$ cat src/dlpg_pkg.sv
`timescale 1ns / 1ps
`default_nettype none

package dlpg_pkg;

    localparam int COORD_BITS  = 12;
    localparam int FWIDTH_BITS = 13;
    localparam int ADDR_BITS   = 24;
    localparam int COLOR_BITS  = 32;

    localparam logic [FWIDTH_BITS-1:0] FWIDTH_RESET = 13'd640;

    // Beat kinds carried in s_axis_tuser.
    localparam logic OP_LOAD = 1'b0;
    localparam logic OP_STEP = 1'b1;

    // Register index taken from the word address.
    localparam logic REG_FRAME_WIDTH = 1'b0;

    typedef logic [COORD_BITS-1:0]  coord_t;
    typedef logic [FWIDTH_BITS-1:0] fwidth_t;
    typedef logic [ADDR_BITS-1:0]   addr_t;
    typedef logic [COLOR_BITS-1:0]  color_t;

endpackage

`default_nettype wire

$ cat src/dda_line_pixel_generator.sv
`timescale 1ns / 1ps
`default_nettype none

// Step beats: one pixel beat per cycle while the output takes each beat, registered in
// the cycle after the step is taken. Load beats: empty, vertical and horizontal lines
// need no divide; sloped lines run the restoring divider (one quotient bit per cycle),
// which holds the input off. A waiting pixel beat also holds the input off; a new step
// enters as that beat leaves. Reset (rst_n low, asynchronous) clears the line state, the
// output beat and sets frame_width to 640.
module dda_line_pixel_generator #(
    parameter int FRAC_BITS = 16
) (
    input  wire logic        clk,
    input  wire logic        rst_n,

    input  wire logic        s_axis_tvalid,
    output logic             s_axis_tready,
    // [11:0] x_start, [23:12] y_start, [35:24] x_end, [47:36] y_end, [79:48] line_color
    input  wire logic [79:0] s_axis_tdata,
    // [0] op
    input  wire logic        s_axis_tuser,

    output logic             m_axis_tvalid,
    input  wire logic        m_axis_tready,
    // [23:0] pixel_address, [55:24] pixel_value
    output logic [55:0]      m_axis_tdata,
    output logic             m_axis_tlast,

    input  wire logic        psel,
    input  wire logic        penable,
    input  wire logic        pwrite,
    input  wire logic [2:0]  paddr,
    input  wire logic [31:0] pwdata,
    output logic [31:0]      prdata,
    output logic             pready
);

    localparam int CB     = dlpg_pkg::COORD_BITS;
    localparam int ACC_W  = CB + FRAC_BITS;
    localparam int SLP_W  = CB + FRAC_BITS + 1;
    localparam int CNT_W  = $clog2(FRAC_BITS + 1);
    localparam int PROD_W = CB + dlpg_pkg::FWIDTH_BITS;

    localparam logic ST_IDLE = 1'b0;
    localparam logic ST_DIV  = 1'b1;

    logic                   state_reg;
    logic [CNT_W-1:0]       cnt_reg;
    logic [CB-1:0]          rem_reg;
    logic [FRAC_BITS:0]     quo_reg;
    dlpg_pkg::coord_t       dmaj_reg;
    logic                   neg_reg;

    dlpg_pkg::coord_t       major_reg;
    logic [ACC_W-1:0]       acc_reg;
    logic [SLP_W-1:0]       slope_reg;
    dlpg_pkg::fwidth_t      remaining_reg;
    logic                   steep_reg;
    dlpg_pkg::color_t       color_reg;
    dlpg_pkg::fwidth_t      frame_width_reg;

    logic                   out_valid_reg;
    dlpg_pkg::addr_t        out_addr_reg;
    dlpg_pkg::color_t       out_value_reg;
    logic                   out_last_reg;

    // Input fields.
    dlpg_pkg::coord_t xs, ys, xe, ye;
    dlpg_pkg::color_t in_color;
    assign xs       = s_axis_tdata[11:0];
    assign ys       = s_axis_tdata[23:12];
    assign xe       = s_axis_tdata[35:24];
    assign ye       = s_axis_tdata[47:36];
    assign in_color = s_axis_tdata[79:48];

    logic in_accept, load_accept, step_accept, out_accept, line_active;
    assign s_axis_tready = (state_reg == ST_IDLE) && (!out_valid_reg || m_axis_tready);
    assign in_accept     = s_axis_tvalid && s_axis_tready;
    assign load_accept   = in_accept && (s_axis_tuser == dlpg_pkg::OP_LOAD);
    assign step_accept   = in_accept && (s_axis_tuser == dlpg_pkg::OP_STEP);
    assign out_accept    = out_valid_reg && m_axis_tready;
    assign line_active   = remaining_reg != '0;

    // Line setup: classify, order the endpoints along the major axis.
    dlpg_pkg::coord_t adx, ady, ma_a, ma_b, mi_a, mi_b;
    dlpg_pkg::coord_t lo_maj, hi_maj, lo_min, hi_min, dmaj, dmin;
    logic             steep, swap, neg, empty;

    always_comb
    begin
        adx    = (xs > xe) ? xs - xe : xe - xs;
        ady    = (ys > ye) ? ys - ye : ye - ys;
        steep  = (adx == '0) || ((ady != '0) && (ady >= adx));
        ma_a   = steep ? ys : xs;
        ma_b   = steep ? ye : xe;
        mi_a   = steep ? xs : ys;
        mi_b   = steep ? xe : ye;
        swap   = ma_a > ma_b;
        lo_maj = swap ? ma_b : ma_a;
        hi_maj = swap ? ma_a : ma_b;
        lo_min = swap ? mi_b : mi_a;
        hi_min = swap ? mi_a : mi_b;
        dmaj   = hi_maj - lo_maj;
        neg    = hi_min < lo_min;
        dmin   = neg ? lo_min - hi_min : hi_min - lo_min;
        empty  = (xs == xe) && (ys == ye);
    end

    // Restoring divider step: one quotient bit per cycle. The first step
    // tests the integer bit without a shift, since the minor delta never exceeds
    // the major delta.
    logic                   div_first, div_ge, div_done;
    logic [CB:0]            div_trial;
    logic [CB-1:0]          rem_next;
    logic [FRAC_BITS:0]     quo_next;
    logic [SLP_W-1:0]       mag;

    always_comb
    begin
        div_first = cnt_reg == CNT_W'(FRAC_BITS);
        div_trial = div_first ? {1'b0, rem_reg} : {rem_reg, 1'b0};
        div_ge    = div_trial >= {1'b0, dmaj_reg};
        rem_next  = div_ge ? CB'(div_trial - {1'b0, dmaj_reg}) : CB'(div_trial);
        quo_next  = {quo_reg[FRAC_BITS-1:0], div_ge};
        div_done  = cnt_reg == '0;
        mag       = SLP_W'(quo_next);
    end

    // Pixel address for the current step.
    dlpg_pkg::coord_t   minor, row, col;
    logic [PROD_W-1:0]  addr_sum;

    always_comb
    begin
        minor    = acc_reg[ACC_W-1:FRAC_BITS];
        row      = steep_reg ? major_reg : minor;
        col      = steep_reg ? minor : major_reg;
        addr_sum = PROD_W'(row) * PROD_W'(frame_width_reg) + PROD_W'(col);
    end

    dlpg_pkg::fwidth_t remaining_dec;
    assign remaining_dec = remaining_reg - 1'b1;

    // Control state.
    always_ff @(posedge clk or negedge rst_n)
    begin
        if (!rst_n)
        begin
            state_reg       <= ST_IDLE;
            cnt_reg         <= '0;
            remaining_reg   <= '0;
            out_valid_reg   <= 1'b0;
            frame_width_reg <= dlpg_pkg::FWIDTH_RESET;
        end
        else
        begin
            if (psel && penable && pwrite && pready
                && (paddr[2] == dlpg_pkg::REG_FRAME_WIDTH))
            begin
                frame_width_reg <= pwdata[dlpg_pkg::FWIDTH_BITS-1:0];
            end

            unique case (state_reg)
                ST_IDLE:
                begin
                    if (load_accept)
                    begin
                        remaining_reg <= empty ? '0 : dlpg_pkg::fwidth_t'(dmaj);
                        cnt_reg       <= CNT_W'(FRAC_BITS);
                        if (!empty && dmin != '0)
                        begin
                            state_reg <= ST_DIV;
                        end
                    end
                    else if (step_accept && line_active)
                    begin
                        remaining_reg <= remaining_dec;
                    end
                end
                ST_DIV:
                begin
                    cnt_reg <= cnt_reg - 1'b1;
                    if (div_done)
                    begin
                        state_reg <= ST_IDLE;
                    end
                end
                default:
                begin
                    state_reg <= ST_IDLE;
                end
            endcase

            if (step_accept && line_active)
            begin
                out_valid_reg <= 1'b1;
            end
            else if (out_accept)
            begin
                out_valid_reg <= 1'b0;
            end
        end
    end

    // Line and pixel payload.
    always_ff @(posedge clk)
    begin
        if (load_accept)
        begin
            color_reg <= in_color;
            rem_reg   <= dmin;
            dmaj_reg  <= dmaj;
            neg_reg   <= neg;
            quo_reg   <= '0;
            slope_reg <= '0;
            if (empty)
            begin
                steep_reg <= 1'b0;
                major_reg <= '0;
                acc_reg   <= '0;
            end
            else
            begin
                steep_reg <= steep;
                major_reg <= lo_maj;
                acc_reg   <= {lo_min, FRAC_BITS'(0)};
            end
        end
        else if (state_reg == ST_DIV)
        begin
            rem_reg <= rem_next;
            quo_reg <= quo_next;
            if (div_done)
            begin
                slope_reg <= neg_reg ? SLP_W'(-mag) : mag;
            end
        end
        else if (step_accept && line_active)
        begin
            major_reg     <= major_reg + 1'b1;
            acc_reg       <= acc_reg + slope_reg[ACC_W-1:0];
            out_addr_reg  <= addr_sum[dlpg_pkg::ADDR_BITS-1:0];
            out_value_reg <= color_reg;
            out_last_reg  <= remaining_dec == '0;
        end
    end

    assign m_axis_tvalid = out_valid_reg;
    assign m_axis_tdata  = {out_value_reg, out_addr_reg};
    assign m_axis_tlast  = out_last_reg;

    assign pready = 1'b1;
    assign prdata = (paddr[2] == dlpg_pkg::REG_FRAME_WIDTH)
                    ? 32'(frame_width_reg) : 32'd0;

    // The divider owns the block until the slope is written.
    assert property (@(posedge clk) disable iff (!rst_n)
        state_reg == ST_DIV |-> !s_axis_tready)
        else $error("input taken while the divider runs");

    // A last pixel waiting means the line is finished.
    assert property (@(posedge clk) disable iff (!rst_n)
        m_axis_tvalid && m_axis_tlast |-> remaining_reg == '0)
        else $error("last pixel shown with pixels still left");

    // A step on an active line always yields a pixel beat.
    assert property (@(posedge clk) disable iff (!rst_n)
        step_accept && line_active |=> m_axis_tvalid)
        else $error("step on an active line produced no pixel");

    // A step with no line active yields nothing.
    assert property (@(posedge clk) disable iff (!rst_n)
        step_accept && !line_active |=> !m_axis_tvalid)
        else $error("pixel produced with no line active");

endmodule

`default_nettype wire

$ cat config.mk
export PLATFORM = sky130hd
export DESIGN_NAME = dda_line_pixel_generator
export DESIGN_NICKNAME = d
export VERILOG_FILES = /design/src/dlpg_pkg.sv /design/src/dda_line_pixel_generator.sv
export SDC_FILE = /design/constraint.sdc
export NUM_CORES = 1
export LEC_CHECK = 0
export ABC_AREA = 1
export ABC_CLOCK_PERIOD_IN_PS = 15600
export BUFFER_PORTS_ARGS = -buffer_cell sky130_fd_sc_hd__buf_2
export CAP_MARGIN = 40
export CORE_MARGIN = 2
export CORE_UTILIZATION = 30
export DETAILED_ROUTE_END_ITERATION = 7
export PLACE_DENSITY = 0.47
export SYNTH_ARGS = -nofsm -noshare
export SYNTH_HDL_FRONTEND = slang
export SYNTH_SLANG_ARGS = --single-unit
export TNS_END_PERCENT = 30
$ cat constraint.sdc
create_clock -name clk -period 15.6 [get_ports clk]
set_input_delay 2.34 -clock clk [delete_from_list [all_inputs] [get_ports clk]]
set_output_delay 2.34 -clock clk [all_outputs]
set_load 0.02 [all_outputs]
==> impl_metrics.tcl, run 1 <==
set metrics [dict create \
    layout.nets 3568 \
    coreArea_mm2 0.07445 \
    cts_resized 0 \
    routedWlPerCell_um 15.51 \
    synthCells 2973 \
    worst_pin_slew_ns 0.8848 \
    post_cts_buffers 0 \
    finalWirelength_um 63660 \
    async_flop_share_pct 14.22 \
    die_w_um 278.1 \
    yosys.cell_count.top_type "nand2_1" \
    final_max_slew_viol_count 0 \
    grt_overflow 0 \
    outcome "finished clean" \
    cts_made_buffers 29 \
    fmax_mhz 83.79 \
    ys_dominant_reg_cell "edfxtp_1" \
    synth_area_leaders "edfxtp_1 (21%), nand2_1 (12%), ha_1 (11%)" \
    synth_area_mm2 0.02255 \
    path_clk_slew_ns 0.06 \
    dieArea_mm2 0.07736 \
    final_layout_size_suffix_gt1_share_pct 10.02 \
    design.portCount 215 \
    endpoint_kind "register" \
    dp_cells 4050 \
    clk_latency_ns 0.58 \
    synth_warnings 0 \
    min_period_over_period_pct 76.50 \
    setup_violations 0 \
    synth_enable_flop_cells 155 \
    synth_top_area_share_pct 20.64 \
    syn_avg_cell_area_um2 7.584 \
    ys_types 61 \
    grt_start_max_net_pins 87 \
    finalCriticalPeriod_ns 11.93 \
    cts.sinks 232 \
    die_h_um 278.1 \
    cp_common_cell "nand2_1" \
    area_growth_syn_to_layout_pct 12.74 \
    hp-class "register to register" \
    clockBufferDepth 3 \
    place_area_mm2 0.02434 \
    fin_skew_ns 0.01089 \
    dpl.hpwl_um 51010 \
    antennaDiodeCount 0 \
    start_util_pct 30.29 \
    cp_slowest_cell "o21ai_0" \
    crit_arrival_ns 12.40 \
    initialDrtViolationCount 1103 \
    tns_ns 0 \
    routabilityCongestion 0.8986 \
    grt_pass1_vias 18430 \
    required_ns 16.07 \
    ant_nets 0 \
    timing.rr.start "steep_reg" \
    cts_root_buf "clkbuf_16" \
    rsz0062_at_grt "no" \
    portBuffers 173 \
    cp-startpoint "s_axis_tdata[0]" \
    cts_tree "built" \
    synth_top_area_cell "edfxtp_1" \
    via_per_inst 4.625 \
    fin_cells 4104 \
    hold_violations 0 \
    drc 0 \
    synth_common_cells "nand2_1 (746), inv_1 (494), nor2_1 (214)" \
    worstHoldStart "color_reg[16]" \
    grtUsageTotal_pct 16.26 \
    dr.pass1.iters 5 \
    antenna_found_initial 0 \
    slowest_delay_ns 0.71 \
    crit_type "primary input to register" \
    vias 18980 \
    cap_violations 0 \
    htree_levels 1 \
    slew_headroom_pct 40.39 \
    path_max_fanout 86 \
    cts_hold_buffers 0 \
    hold_slack_ns 0.4148 \
    yosysSeqAreaShare_pct 28.22 \
    rows 100 \
    ys_ff_latch 232 \
    grt_pass1_wl_um 100700 \
    setup.worst_path.start_class "primary input" \
    design_area_mm2 0.02542 \
]
[layer usage]
metal  global-route usage (%)  share of wire, %
met1                    22.97                49
met2                    26.90                45
met3                    1.536               4.2
met4                    3.548               1.9
met5                        0                 0
[worst max-delay path: cells and delay by family]
family	cells	cell delay [ns]
fa+ha+maj	5	1.68
compound gates	13	2.93
xor+xnor	1	0.17
simple gates	30	3.54
buf+inv	10	1.67
[final cells by class]
cell class / count / area [um^2]
timing repair buffer: 195 / 1049
inverter: 506 / 1899
clock buffer: 29 / 725.7
tap: 969 / 1212
multi-input combinational: 2148 / 13820
sequential: 232 / 6364
clock inverter: 25 / 354.1
fill: 7999 / 49030
[metrics by stage]
step | util, % | worst slack (ns)
floorplan | - | 5.492
global placement | 32.64 | 3.147
detailed placement | 32.69 | 3.142
CTS | 34.14 | 3.742
global route | 34.14 | 2.433
finish | 34.14 | 3.666
[kinds of logic (layout without fill, tap and decap cells)]
family                     after synthesis  after routing  synth area share [%]
and+or+nand+nor                       1236           1236                 23.25
buffers and inverters                  611            755                 10.87
AOI/OAI and AO/OA                      483            483                 11.89
adders and majority gates              333            333                 22.74
DFF                                    232            232                 28.22
xor gates and xnor gates                74             74                 2.908
other                                    2             20               0.03331
muxes                                    2              2               0.08879
[path summary, 6_finish.rpt]
check	cells past startpoint	slack, ns	to
worst min-delay path	0	0.41	out_value_reg[16]
worst min register to register	0	0.41	out_value_reg[16]
worst max-delay path	59	3.67	state_reg
max in group asynchronous	2	13.34	remaining_reg[0]
worst max register to register	27	8.48	out_addr_reg[22]
min in group asynchronous	2	1.86	cnt_reg[2]
[cell usage in the layout, fill, tap and decap left out, drive strengths merged, types with 8 or more instances in the layout]
cell,instances
bufinv,8
fa,128
a21oi,174
o22ai,15
o21bai,9
edfxtp,155
nand2,770
nor2,219
o21ai,210
or2,12
inv,501
nor3,17
nand3,159
xnor2,26
a22oi,16
o21a,10
nand4,31
clkbuf,29
dfrtp,31
dfxtp,44
a21o,9
buf,195
and2,17
conb,20
xor2,48
ha,205
clkinv,19
Power of run 1 is not shown: default switching activity piles up to over one toggle a cycle in this logic, so the estimate is an artifact.
==> run 2, diff against run 1 <==
- ABC_CLOCK_PERIOD_IN_PS: 15600 -> 10450
- PLACE_DENSITY: 0.47 -> 0.49
- clock period: 15.6 -> 10.45 ns (I/O delays scaled with it)
==> run 2 against run 1 <==
Compared with the run above:
- core utilization rose by 0.17 points
- via count rose by 0.35%
- register-to-register slack got worse by 5.4 ns
- clock skew rose by 0.0022 ns
- final cell count rose by 0.32%
- flip-flop and latch count did not move
- die area did not move
- critical path type unchanged
- wire length fell by 0.49%
==> impl_metrics.tcl, run 2 (synthesis results as in run 1) <==
set metrics [dict create \
    min_period_over_period_pct 91.24 \
    grt_pass1_wl_um 100100 \
    final_max_slew_viol_count 0 \
    slew_headroom_pct 43.70 \
    grtUsageTotal_pct 16.20 \
    finalCriticalPeriod_ns 9.535 \
    cts_root_buf "clkbuf_16" \
    antenna_found_initial 3 \
    worstHoldStart "color_reg[11]" \
    tns_ns 0 \
    ant_nets 0 \
    path_clk_slew_ns 0.06 \
    die_w_um 278.1 \
    required_ns 10.93 \
    crit_buf_inv 9 \
    clk_latency_ns 0.59 \
    vias 19050 \
    post_cts_buffers 0 \
    hold_violations 0 \
    initialDrtViolationCount 1159 \
    drc 0 \
    via_per_inst 4.627 \
    cap_violations 0 \
    layout.nets 3581 \
    fin_skew_ns 0.01304 \
    setup.worst_path.start_class "primary input" \
    setup_violations 0 \
    dieArea_mm2 0.07736 \
    grt_pass1_vias 18260 \
    start_util_pct 30.29 \
    fmax_mhz 104.9 \
    path_max_fanout 41 \
    cts.sinks 232 \
    cts_made_buffers 29 \
    endpoint_kind "register" \
    grt_overflow 0 \
    grt_start_max_net_pins 66 \
    antennaDiodeCount 0 \
    crit_arrival_ns 10.01 \
    cp_slowest_cell "ha_1" \
    finalWirelength_um 63340 \
    worst_pin_slew_ns 0.8445 \
    outcome "finished clean" \
    utilization_pct 34.31 \
    die_h_um 278.1 \
    cts_hold_buffers 0 \
    slowest_delay_ns 0.45 \
    routabilityCongestion 0.9576 \
    rsz0062_at_grt "no" \
    final_layout_size_suffix_gt1_share_pct 10.48 \
    design.portCount 215 \
    cp-startpoint "s_axis_tdata[0]" \
    layout_common_cells "nand2_1 (746), inv_1 (493), nor2_1 (212), ha_1 (205), o21ai_0 (187)" \
    coreArea_mm2 0.07445 \
    clockBufferDepth 3 \
    fill_cells 7976 \
    hp-class "register to register" \
    final_common_cell "nand2_1" \
    dpl.hpwl_um 51000 \
    cts_resized 0 \
    cts_tree "built" \
    timing.rr.start "steep_reg" \
    crit_type "primary input to register" \
    routedWlPerCell_um 15.39 \
    dr.pass1.iters 6 \
    htree_levels 1 \
    area_growth_syn_to_layout_pct 13.30 \
    cp_common_cell "nand2_1" \
    cp_top_family "simple AND/OR/NAND/NOR gates" \
    rows 100 \
    portBuffers 173 \
]
## run 2: cell types whose count changed in the layout (fill, tap and decap cells not counted), sizes merged
cell / delta
bufinv: -1
buf: +13
clkbuf: +2
clkinv: -2
inv: +1
## run 2: area by class of cell
type	instances	area, um^2	area share [%]
timing repair buffer	208	1161	4.545
clock inverter	23	339.1	1.327
sequential	232	6364	24.91
clock buffer	31	754.5	2.953
inverter	506	1899	7.435
multi-input combinational	2148	13820	54.08
tap	969	1212	4.746
## run 2: metal layers
| layer | share of wire, % | track usage, % | vias up |
|---|---|---|---|
| li1 | - | - | 9842 |
| met1 | 48 | 22.61 | 8744 |
| met2 | 45 | 26.69 | 384 |
| met4 | 2.0 | 4.019 | 2 |
| met3 | 4.7 | 1.797 | 77 |
| met5 | 0.014 | 0 | - |
## run 2: through the flow
stage          worst slack, ns  instances  instance area (um^2)  hold WS, ns
2_1_floorplan            1.114       2991                 22610       0.4003
3_3_place_gp            0.3880       4061                 24430       0.4002
3_5_place_dp            0.3067       4063                 24450       0.4045
4_1_cts                 0.9122       4117                 25550       0.4188
5_1_grt               0.001545       4117                 25550       0.4223
6_report                0.9151       4117                 25550       0.4176
## run 2: worst paths after layout
kind,end,slack (ns),cells after the start
setup / recovery,state_reg,0.92,60
hold reg to reg,out_value_reg[11],0.42,0
hold / removal,out_value_reg[11],0.42,0
max in group asynchronous,remaining_reg[0],8.95,2
min in group asynchronous,frame_width_reg[2],1.08,2
setup reg to reg,out_addr_reg[22],3.07,27
## run 2: worst reg2reg max path: cells and delay by family (launching register included)
kind,cells,cell delay [ns]
AND/OR/NAND/NOR,7,0.76
adder cells (fa/ha/maj),6,2.72
AO/OA/AOI/OAI,8,1.98
XOR/XNOR,1,0.09
flip-flops,1,0.63
buffers and inverters,5,0.94
Power of run 2 is left out for the same reason.
